==> config.mk <==
export PLATFORM = sky130hd
export DESIGN_NAME = link_recovery_backoff_controller
export DESIGN_NICKNAME = d
export VERILOG_FILES = /design/src/rtl/lrb_pkg.sv /design/src/rtl/link_recovery_backoff_controller.sv
export SDC_FILE = /design/constraint.sdc
export NUM_CORES = 1
export LEC_CHECK = 0
export ABC_CLOCK_PERIOD_IN_PS = 5400
export CAP_MARGIN = 5
export CORE_ASPECT_RATIO = 1.1
export CORE_MARGIN = 3
export CORE_UTILIZATION = 45
export CTS_CLUSTER_DIAMETER = 60
export CTS_CLUSTER_SIZE = 28
export DETAILED_ROUTE_END_ITERATION = 8
export DONT_BUFFER_PORTS = 1
export GPL_ROUTABILITY_DRIVEN = 0
export PLACE_DENSITY = 0.64
export SLEW_MARGIN = 20
export SYNTH_ARGS = -nofsm -noshare
export SYNTH_HDL_FRONTEND = slang
export SYNTH_SLANG_ARGS = --single-unit
==> constraint.sdc <==
create_clock -name clock -period 5.4 [get_ports clock]
set_input_delay 0.81 -clock clock [delete_from_list [all_inputs] [get_ports clock]]
set_output_delay 0.81 -clock clock [all_outputs]
set_load 0.02 [all_outputs]
==> src/rtl/lrb_pkg.sv <==
// Package for the link recovery backoff controller: register indexes, state codes,
// field widths, reset values and the result item layout.
// No dependencies.
package lrb_pkg;

   // configuration port
   localparam int CSR_ADDR_W = 3;
   localparam int CSR_DATA_W = 24;

   localparam logic [CSR_ADDR_W-1:0] REG_TRY_DURATION     = 3'd0;
   localparam logic [CSR_ADDR_W-1:0] REG_RETRY_INTERVAL   = 3'd1;
   localparam logic [CSR_ADDR_W-1:0] REG_SLEEP_DURATION   = 3'd2;
   localparam logic [CSR_ADDR_W-1:0] REG_ATTEMPT_DURATION = 3'd3;
   localparam logic [CSR_ADDR_W-1:0] REG_UP_BLINK_PERIOD  = 3'd4;
   localparam logic [CSR_ADDR_W-1:0] REG_UP_BLINK_ON      = 3'd5;
   localparam logic [CSR_ADDR_W-1:0] REG_TRY_BLINK_PERIOD = 3'd6;
   localparam logic [CSR_ADDR_W-1:0] REG_TRY_BLINK_ON     = 3'd7;

   // register widths
   localparam int DUR_W   = 24;
   localparam int BLINK_W = 16;

   // reset values of the registers
   localparam logic [DUR_W-1:0]   RST_TRY_DURATION     = 24'd60000;
   localparam logic [DUR_W-1:0]   RST_RETRY_INTERVAL   = 24'd10000;
   localparam logic [DUR_W-1:0]   RST_SLEEP_DURATION   = 24'd120000;
   localparam logic [DUR_W-1:0]   RST_ATTEMPT_DURATION = 24'd10000;
   localparam logic [BLINK_W-1:0] RST_UP_BLINK_PERIOD  = 16'd3000;
   localparam logic [BLINK_W-1:0] RST_UP_BLINK_ON      = 16'd2900;
   localparam logic [BLINK_W-1:0] RST_TRY_BLINK_PERIOD = 16'd200;
   localparam logic [BLINK_W-1:0] RST_TRY_BLINK_ON     = 16'd100;

   // sensor adjustment period, ticks
   localparam logic [BLINK_W-1:0] ADJUST_PERIOD = 16'd60000;

   // default width of the state and retry timers
   localparam int TIMER_WIDTH_DEF = 24;

   // recovery state codes
   localparam int STATE_W = 2;
   localparam logic [STATE_W-1:0] ST_TRYING     = 2'd0;
   localparam logic [STATE_W-1:0] ST_SLEEPING   = 2'd1;
   localparam logic [STATE_W-1:0] ST_ATTEMPTING = 2'd2;
   localparam logic [STATE_W-1:0] ST_UNUSED     = 2'd3;

   // stream widths
   localparam int REQ_DATA_W = 8;
   localparam int RSP_DATA_W = 16;

   // result item, first member in the highest bits of the struct
   typedef struct packed {
      logic               adjust_pulse;
      logic               server_stop_pulse;
      logic               server_start_pulse;
      logic               radio_wake_pulse;
      logic               radio_off_pulse;
      logic               retry_pulse;
      logic [STATE_W-1:0] recovery_state;
      logic               led_on;
   } result_type;

   localparam int RESULT_W = $bits(result_type);

endpackage

==> src/rtl/link_recovery_backoff_controller.sv <==
// Link recovery backoff controller, top level.
// Depends on lrb_pkg.
//
// Usage:
//   req_ channel: one item per millisecond tick, req_tdata[0] = link_up.
//   rsp_ channel: exactly one result item per tick item, in order.
//   csr_ port: csr_we writes csr_wdata into register csr_addr at the clock
//     edge; indexes 0..7 are try_duration, retry_interval, sleep_duration,
//     attempt_duration, up_blink_period, up_blink_on, try_blink_period and
//     try_blink_on. Write only while no item is in flight.
// Pipeline: a taken item shows on rsp_tvalid once it has passed one input
//   register and then one result register.
// Throughput: one item per cycle while rsp_tready stays high; the recovery
//   logic between the input and result registers is a handful of counter
//   compares.
// Reset (synchronous, active high): registers return to their defaults, the
//   machine to trying, the retry timer to its saturated maximum, the other
//   timers to zero, and both stages empty.
// Receiver stall: the result register holds its item; the input register
//   still takes one more item, then req_tready drops until rsp_tready returns.
module link_recovery_backoff_controller #(
   parameter int TIMER_WIDTH = lrb_pkg::TIMER_WIDTH_DEF
) (
   input  logic                             clock,
   input  logic                             reset,
   // request stream
   input  logic                             req_tvalid,
   output logic                             req_tready,
   input  logic [lrb_pkg::REQ_DATA_W-1:0]   req_tdata,  // [0] link_up, [7:1] zero
   // result stream
   output logic                             rsp_tvalid,
   input  logic                             rsp_tready,
   // [0] led_on, [2:1] recovery_state, [3] retry_pulse, [4] radio_off_pulse,
   // [5] radio_wake_pulse, [6] server_start_pulse, [7] server_stop_pulse,
   // [8] adjust_pulse, [15:9] zero
   output logic [lrb_pkg::RSP_DATA_W-1:0]   rsp_tdata,
   // configuration write port
   input  logic                             csr_we,
   input  logic [lrb_pkg::CSR_ADDR_W-1:0]   csr_addr,
   input  logic [lrb_pkg::CSR_DATA_W-1:0]   csr_wdata
);

   localparam int DUR_W   = lrb_pkg::DUR_W;
   localparam int BLINK_W = lrb_pkg::BLINK_W;
   localparam int STATE_W = lrb_pkg::STATE_W;
   // compare width covers both the timer and the 24-bit duration registers
   localparam int CMP_W   = (TIMER_WIDTH > DUR_W) ? TIMER_WIDTH : DUR_W;

   // ---------------------------------------------------------------------
   // Configuration registers
   // ---------------------------------------------------------------------
   logic [DUR_W-1:0]   try_duration_ff, retry_interval_ff;
   logic [DUR_W-1:0]   sleep_duration_ff, attempt_duration_ff;
   logic [BLINK_W-1:0] up_blink_period_ff, up_blink_on_ff;
   logic [BLINK_W-1:0] try_blink_period_ff, try_blink_on_ff;

   always_ff @(posedge clock) begin
      if (reset) begin
         try_duration_ff     <= lrb_pkg::RST_TRY_DURATION;
         retry_interval_ff   <= lrb_pkg::RST_RETRY_INTERVAL;
         sleep_duration_ff   <= lrb_pkg::RST_SLEEP_DURATION;
         attempt_duration_ff <= lrb_pkg::RST_ATTEMPT_DURATION;
         up_blink_period_ff  <= lrb_pkg::RST_UP_BLINK_PERIOD;
         up_blink_on_ff      <= lrb_pkg::RST_UP_BLINK_ON;
         try_blink_period_ff <= lrb_pkg::RST_TRY_BLINK_PERIOD;
         try_blink_on_ff     <= lrb_pkg::RST_TRY_BLINK_ON;
      end else if (csr_we) begin
         case (csr_addr)
            lrb_pkg::REG_TRY_DURATION:     try_duration_ff     <= csr_wdata;
            lrb_pkg::REG_RETRY_INTERVAL:   retry_interval_ff   <= csr_wdata;
            lrb_pkg::REG_SLEEP_DURATION:   sleep_duration_ff   <= csr_wdata;
            lrb_pkg::REG_ATTEMPT_DURATION: attempt_duration_ff <= csr_wdata;
            lrb_pkg::REG_UP_BLINK_PERIOD:  up_blink_period_ff  <= csr_wdata[BLINK_W-1:0];
            lrb_pkg::REG_UP_BLINK_ON:      up_blink_on_ff      <= csr_wdata[BLINK_W-1:0];
            lrb_pkg::REG_TRY_BLINK_PERIOD: try_blink_period_ff <= csr_wdata[BLINK_W-1:0];
            lrb_pkg::REG_TRY_BLINK_ON:     try_blink_on_ff     <= csr_wdata[BLINK_W-1:0];
            default: begin
            end
         endcase
      end
   end

   // ---------------------------------------------------------------------
   // Pipeline control: input register, then result register
   // ---------------------------------------------------------------------
   logic in_valid_ff, in_link_ff;
   logic rsp_valid_ff;
   lrb_pkg::result_type rsp_data_ff, rsp_data_in;
   logic advance;   // the input register moves into the result register

   assign advance    = in_valid_ff && (!rsp_valid_ff || rsp_tready);
   assign req_tready = !in_valid_ff || advance;
   assign rsp_tvalid = rsp_valid_ff;
   assign rsp_tdata  = {{(lrb_pkg::RSP_DATA_W - lrb_pkg::RESULT_W){1'b0}}, rsp_data_ff};

   always_ff @(posedge clock) begin
      if (reset) begin
         in_valid_ff <= 1'b0;
      end else if (req_tready) begin
         in_valid_ff <= req_tvalid;
      end
   end

   always_ff @(posedge clock) begin
      if (req_tready && req_tvalid) begin
         in_link_ff <= req_tdata[0];
      end
   end

   always_ff @(posedge clock) begin
      if (reset) begin
         rsp_valid_ff <= 1'b0;
      end else if (advance) begin
         rsp_valid_ff <= 1'b1;
      end else if (rsp_tready) begin
         rsp_valid_ff <= 1'b0;
      end
   end

   always_ff @(posedge clock) begin
      if (advance) begin
         rsp_data_ff <= rsp_data_in;
      end
   end

   // ---------------------------------------------------------------------
   // Recovery state and timers
   // ---------------------------------------------------------------------
   logic [STATE_W-1:0]     mode_state_ff, mode_state_in;
   logic [TIMER_WIDTH-1:0] mode_timer_ff, mode_timer_in;
   logic [TIMER_WIDTH-1:0] retry_timer_ff, retry_timer_in;
   logic [BLINK_W-1:0]     blink_timer_ff, blink_timer_in;
   logic [BLINK_W-1:0]     adjust_timer_ff, adjust_timer_in;
   logic                   service_running_ff, service_running_in;

   always_ff @(posedge clock) begin
      if (reset) begin
         mode_state_ff      <= lrb_pkg::ST_TRYING;
         mode_timer_ff      <= '0;
         retry_timer_ff     <= '1;
         blink_timer_ff     <= '0;
         adjust_timer_ff    <= '0;
         service_running_ff <= 1'b0;
      end else if (advance) begin
         mode_state_ff      <= mode_state_in;
         mode_timer_ff      <= mode_timer_in;
         retry_timer_ff     <= retry_timer_in;
         blink_timer_ff     <= blink_timer_in;
         adjust_timer_ff    <= adjust_timer_in;
         service_running_ff <= service_running_in;
      end
   end

   // threshold checks, timers widened to cover the duration registers
   logic [CMP_W-1:0] mode_cmp, retry_cmp;
   logic             try_done, sleep_done, attempt_done, retry_due;
   logic             up_lit, up_wrap, try_lit, try_wrap, adjust_due;

   assign mode_cmp     = CMP_W'(mode_timer_ff);
   assign retry_cmp    = CMP_W'(retry_timer_ff);
   assign try_done     = mode_cmp  >= CMP_W'(try_duration_ff);
   assign sleep_done   = mode_cmp  >= CMP_W'(sleep_duration_ff);
   assign attempt_done = mode_cmp  >= CMP_W'(attempt_duration_ff);
   assign retry_due    = retry_cmp >= CMP_W'(retry_interval_ff);
   assign up_lit       = blink_timer_ff >= up_blink_on_ff;
   assign up_wrap      = blink_timer_ff >= up_blink_period_ff;
   assign try_lit      = blink_timer_ff >= try_blink_on_ff;
   assign try_wrap     = blink_timer_ff >= try_blink_period_ff;
   assign adjust_due   = adjust_timer_ff >= lrb_pkg::ADJUST_PERIOD;

   always_comb begin
      logic [STATE_W-1:0] st;
      logic               blink_restart, retry_restart, mode_restart, adjust_restart;

      rsp_data_in        = '0;
      blink_restart      = 1'b0;
      retry_restart      = 1'b0;
      mode_restart       = 1'b0;
      adjust_restart     = 1'b0;
      service_running_in = service_running_ff;

      // the unused code behaves as trying
      st = (mode_state_ff == lrb_pkg::ST_UNUSED) ? lrb_pkg::ST_TRYING : mode_state_ff;

      // LED from the state held before this tick
      if (in_link_ff) begin
         rsp_data_in.led_on = up_lit;
         blink_restart      = up_wrap;
      end else if (st == lrb_pkg::ST_TRYING) begin
         rsp_data_in.led_on = try_lit;
         blink_restart      = try_wrap;
      end else if (st == lrb_pkg::ST_ATTEMPTING) begin
         rsp_data_in.led_on = 1'b1;
      end

      if (in_link_ff) begin
         st = lrb_pkg::ST_TRYING;
         if (!service_running_ff) begin
            rsp_data_in.server_start_pulse = 1'b1;
            service_running_in             = 1'b1;
         end
         if (adjust_due) begin
            rsp_data_in.adjust_pulse = 1'b1;
            adjust_restart           = 1'b1;
         end
      end else begin
         if (service_running_ff) begin
            rsp_data_in.server_stop_pulse = 1'b1;
            service_running_in            = 1'b0;
         end
         case (st)
            lrb_pkg::ST_SLEEPING: begin
               if (sleep_done) begin
                  rsp_data_in.radio_wake_pulse = 1'b1;
                  st                           = lrb_pkg::ST_ATTEMPTING;
                  mode_restart                 = 1'b1;
               end
            end
            lrb_pkg::ST_ATTEMPTING: begin
               if (attempt_done) begin
                  rsp_data_in.radio_off_pulse = 1'b1;
                  st                          = lrb_pkg::ST_SLEEPING;
                  mode_restart                = 1'b1;
               end
            end
            default: begin
               // trying: retry and radio-off may fire together
               if (retry_due) begin
                  rsp_data_in.retry_pulse = 1'b1;
                  retry_restart           = 1'b1;
               end
               if (try_done) begin
                  rsp_data_in.radio_off_pulse = 1'b1;
                  st                          = lrb_pkg::ST_SLEEPING;
                  mode_restart                = 1'b1;
               end
            end
         endcase
      end

      rsp_data_in.recovery_state = st;
      mode_state_in              = st;

      // saturating advance; a restart makes the next tick see one
      if (in_link_ff) begin
         mode_timer_in = '0;
      end else if (mode_restart) begin
         mode_timer_in = TIMER_WIDTH'(1);
      end else begin
         mode_timer_in = (&mode_timer_ff) ? mode_timer_ff : mode_timer_ff + 1'b1;
      end
      if (retry_restart) begin
         retry_timer_in = TIMER_WIDTH'(1);
      end else begin
         retry_timer_in = (&retry_timer_ff) ? retry_timer_ff : retry_timer_ff + 1'b1;
      end
      if (blink_restart) begin
         blink_timer_in = BLINK_W'(1);
      end else begin
         blink_timer_in = (&blink_timer_ff) ? blink_timer_ff : blink_timer_ff + 1'b1;
      end
      if (adjust_restart) begin
         adjust_timer_in = BLINK_W'(1);
      end else begin
         adjust_timer_in = (&adjust_timer_ff) ? adjust_timer_ff : adjust_timer_ff + 1'b1;
      end
   end

   // ---------------------------------------------------------------------
   // Assertions
   // ---------------------------------------------------------------------
   // the machine never enters the unused code
   a_state_code: assert property (@(posedge clock) disable iff (reset)
      mode_state_ff != lrb_pkg::ST_UNUSED)
      else $error("recovery state holds the unused code");

   // a wake always lands in attempting
   a_wake_state: assert property (@(posedge clock) disable iff (reset)
      (rsp_valid_ff && rsp_data_ff.radio_wake_pulse) |->
         rsp_data_ff.recovery_state == lrb_pkg::ST_ATTEMPTING)
      else $error("wake pulse outside attempting");

   // link-up events never mix with recovery events
   a_up_exclusive: assert property (@(posedge clock) disable iff (reset)
      (rsp_valid_ff && (rsp_data_ff.server_start_pulse || rsp_data_ff.adjust_pulse)) |->
         (!rsp_data_ff.retry_pulse && !rsp_data_ff.radio_off_pulse &&
          !rsp_data_ff.radio_wake_pulse && !rsp_data_ff.server_stop_pulse &&
          rsp_data_ff.recovery_state == lrb_pkg::ST_TRYING))
      else $error("link-up pulse together with a recovery pulse");

   // a result taken without a new one leaves the result register empty
   a_drain: assert property (@(posedge clock) disable iff (reset)
      (rsp_valid_ff && rsp_tready && !advance) |=> !rsp_valid_ff)
      else $error("result register did not drain");

   // the service flag follows the link of the last processed item
   a_service: assert property (@(posedge clock) disable iff (reset)
      advance |=> (service_running_ff == $past(in_link_ff)))
      else $error("service flag out of step with the link");

endmodule
==> impl_metrics.json <==
{
  "synth-edff-count": 10,
  "clkTransAtPathRegs_ps": 70,
  "skew_ps": 12.4,
  "tightest_slew_ps": 1050,
  "finalCritPeriodShare": 0.695,
  "p_per_area_nw_per_um2": 272,
  "num_rows": 67,
  "setup_violations": 0,
  "dr.pass1.iters": 5,
  "area_growth_syn_to_layout_pct": 7.94,
  "startpoint_type": "register",
  "cts_resized": 0,
  "crit_path_cell_trace": "ha_1 -> nand4_1 -> nor3_1 -> o211ai_1 -> o21ai_0 -> nor3b_2 -> o21ai_2 -> o22ai_2 -> a211o_1",
  "holdPathEnd": "in_link_ff",
  "busiest_layer": "met2",
  "grt_setup_unrepaired": "false",
  "cts_tree": "yes",
  "worstPathMaxFanout": 22,
  "grt_max_degree": 137,
  "synth.avg_cell_area_um2": 7.95,
  "switchingPower_uw": 1100,
  "antenna_found_initial": 0,
  "ant_nets": 0,
  "met1_usage": 0.291,
  "sw_frac_of_total": 0.261,
  "ir_drop_uv": 242,
  "synthTopCellsByArea": "dfxtp_1 34%, ha_1 15%, nand2_1 9.3%",
  "die_w_um": 176,
  "final_nets": 1958,
  "worstRegToRegCells": 9,
  "yosysTopAreaCell": "dfxtp_1",
  "ys_warn_count": 0,
  "internal-power_uw": 3100,
  "cts_root_buf": "clkbuf_16",
  "fin_util": 0.500,
  "ys_seq_area_frac": 0.364,
  "synth_top_area_share": 0.343,
  "r2r_end": "mode_cmp[12]",
  "r2r_setup_slack_ps": 1650,
  "hold_viol": 0,
  "slowest_stage": "o21ai_2",
  "grt_usage": 0.220,
  "viasPerCell": 5.57,
  "yosysUniqueCellTypes": 67,
  "use_met3": 0.0299,
  "power_frac_comb": 0.078,
  "cp.arrival_ps": 4170,
  "ys_ff_latch": 255,
  "timing.rr.start": "mode_cmp[15]",
  "hold_class": "primary input to register",
  "whs_ps": 370,
  "period_needed_ps": 3750,
  "critPathCaptureType": "register",
  "pwr-share-seq": 0.478,
  "hp-start": "req_tdata[0]",
  "worstSetupPathType": "register to register",
  "synthCells": 1796,
  "grt_pass1_wl_mm": 60.5,
  "clock_latency_ps": 540,
  "cap_violations": 0,
  "async_flop_share": 0,
  "dp.final_hpwl_mm": 25.9,
  "cts_made_buffers": 26,
  "drive_gt1_frac": 0.0435,
  "status": "completed",
  "ctsLongestPathBuffers": 3,
  "n_antenna_cell": 0,
  "p_leak_uw": 0.00626,
  "slew_violations": 0,
  "globalRouteOverflowTotal": 0,
  "cts_num_sinks": 255,
  "port_buffers": 0,
  "drt-total-wl_mm": 37.4,
  "cts_setup_buffers": 0,
  "layout_setup_ws_ps": 1650,
  "met2_usage": 0.383,
  "syn_area_um2": 14300,
  "htreeDepth": 1,
  "drt_iter0_drc": 911,
  "max_freq_ghz": 0.267,
  "whs_path_depth": 0,
  "die_h_um": 193,
  "worst_ep_required_time_ps": 5820,
  "max_stage_delay_ps": 740,
  "core_area_um2": 30800,
  "synth-main-ff-cell": "dfxtp_1",
  "preCtsSetupSlack_ps": 1690,
  "drcViolationCount": 0,
  "tns_ps": 0,
  "wire_per_inst_um": 17.1,
  "ctsHoldBuffers": 0,
  "top_level_ports": 58,
  "num_vias": 12154,
  "grt_pass1_vias": 11333,
  "dieArea_um2": 33900,
  "max_slew_margin": 0.295,
  "power_frac_clock": 0.444,
  "start_util": 0.463
}
==> routing by layer <==
metal | vias to the layer above | wire [um]
met5 | - | 0
met4 | 0 | 784
met3 | 50 | 1880
met2 | 263 | 17800
met1 | 5768 | 17000
li1 | 6073 | -
==> Yosys cell counts (3+ instances only) <==
library cell,n
xor2_1,32
nor3b_1,4
a221oi_1,4
o211ai_1,58
nor4_1,10
or2_2,3
inv_1,176
o221ai_1,3
ha_1,169
nand2b_1,14
nand3_1,54
nand4_1,42
clkbuf_2,16
a211o_1,10
edfxtp_1,10
buf_4,7
a31oi_1,3
nand3b_1,3
o21a_1,7
and4_1,7
buf_1,3
nor3_1,24
o31ai_1,6
o2111ai_1,8
nand2_1,354
a21o_1,34
nor2b_1,16
dfxtp_1,245
o21ai_0,64
nor4b_1,3
or3_1,11
and3_1,25
a21oi_1,173
a41o_1,4
or4_1,6
nor2_1,66
and2_1,8
a211oi_1,6
clkbuf_1,65
xnor2_1,10
==> flip-flops by register name, indices dropped and copies added (netlist names) <==
signal / count
up_blink_period_ff: 16
try_blink_on_ff: 16
rsp_tvalid: 1
service_running_ff: 1
sleep_duration_ff: 24
rsp_tdata: 9
up_blink_on_ff: 16
try_blink_period_ff: 16
in_link_ff: 1
in_valid_ff: 1
retry_interval_ff: 24
retry_cmp: 24
mode_cmp: 24
attempt_duration_ff: 24
blink_timer_ff: 16
mode_state_ff: 2
adjust_timer_ff: 16
try_duration_ff: 24
==> worst max-delay path by stage <==
stage                   end  slack, ps          from  cells past startpoint
3_5_place_dp   mode_cmp[12]       1690  mode_cmp[15]                      9
4_1_cts        mode_cmp[12]       1660  mode_cmp[19]                      9
5_1_grt        mode_cmp[19]       1350  mode_cmp[19]                      9
3_3_place_gp   mode_cmp[12]       1690  mode_cmp[19]                      9
2_1_floorplan  mode_cmp[14]       2550  mode_cmp[11]                     10
6_report       mode_cmp[12]       1650  mode_cmp[15]                      9
==> worst max-delay path: cells and delay by family, from the launching register on <==
family | cells | cell delay (ps)
simple gates | 3 | 710
flops | 1 | 460
fa+ha+maj | 1 | 380
compound gates | 5 | 2050
==> kinds of logic (layout without fill, tap and decap cells) <==
family,Yosys count,in the layout,synth area share
and+or+nand+nor,654,654,0.210
buffers and inverters,270,237,0.0748
adders and majority gates,169,169,0.148
DFF,255,255,0.364
other,1,7,0.000263
xor gates and xnor gates,42,42,0.0258
AOI/OAI and AO/OA,405,405,0.177
==> power by group through the flow <==
stage / sequential (uW) / clock, uW / combinational (uW)
final: 2000 / 1860 / 328
after floorplan: 2030 / 0 / 290
after CTS: 2000 / 1910 / 328
after detailed placement: 2050 / 0 / 325
after global routing: 2010 / 1980 / 381
after global placement: 2040 / 0 / 315
==> area by class of cell <==
cell class,count,area (um2)
tap,414,518
timing repair buffer,12,90.1
sequential,255,5200
multi-input combinational,1277,8060
fill,3038,15400
inverter,177,664
clock inverter,18,176
clock buffer,30,707
==> per-stage QoR <==
step | power [uW] | cells | cell area [um2]
CTS | 4240 | 2183 | 15400
detailed placement | 2370 | 2135 | 14500
global route | 4370 | 2183 | 15400
finish | 4190 | 2183 | 15400
global placement | 2360 | 2135 | 14500
floorplan | 2320 | 1802 | 14300
==> cells in the final DEF (no fill, tap or decap), types with 22 or more instances in the layout <==
cell type and instances:
clkbuf_16 27, nand4_1 42, xor2_1 32, inv_1 175, o211ai_1 58, nand2_1 354, o21ai_0 64, nor2_1 62
a21o_1 34, dfxtp_1 245, a21oi_1 173, nor3_1 22, ha_1 169, nand3_1 54, and3_1 25
No activity file was read; power rests on OpenSTA's default activity.
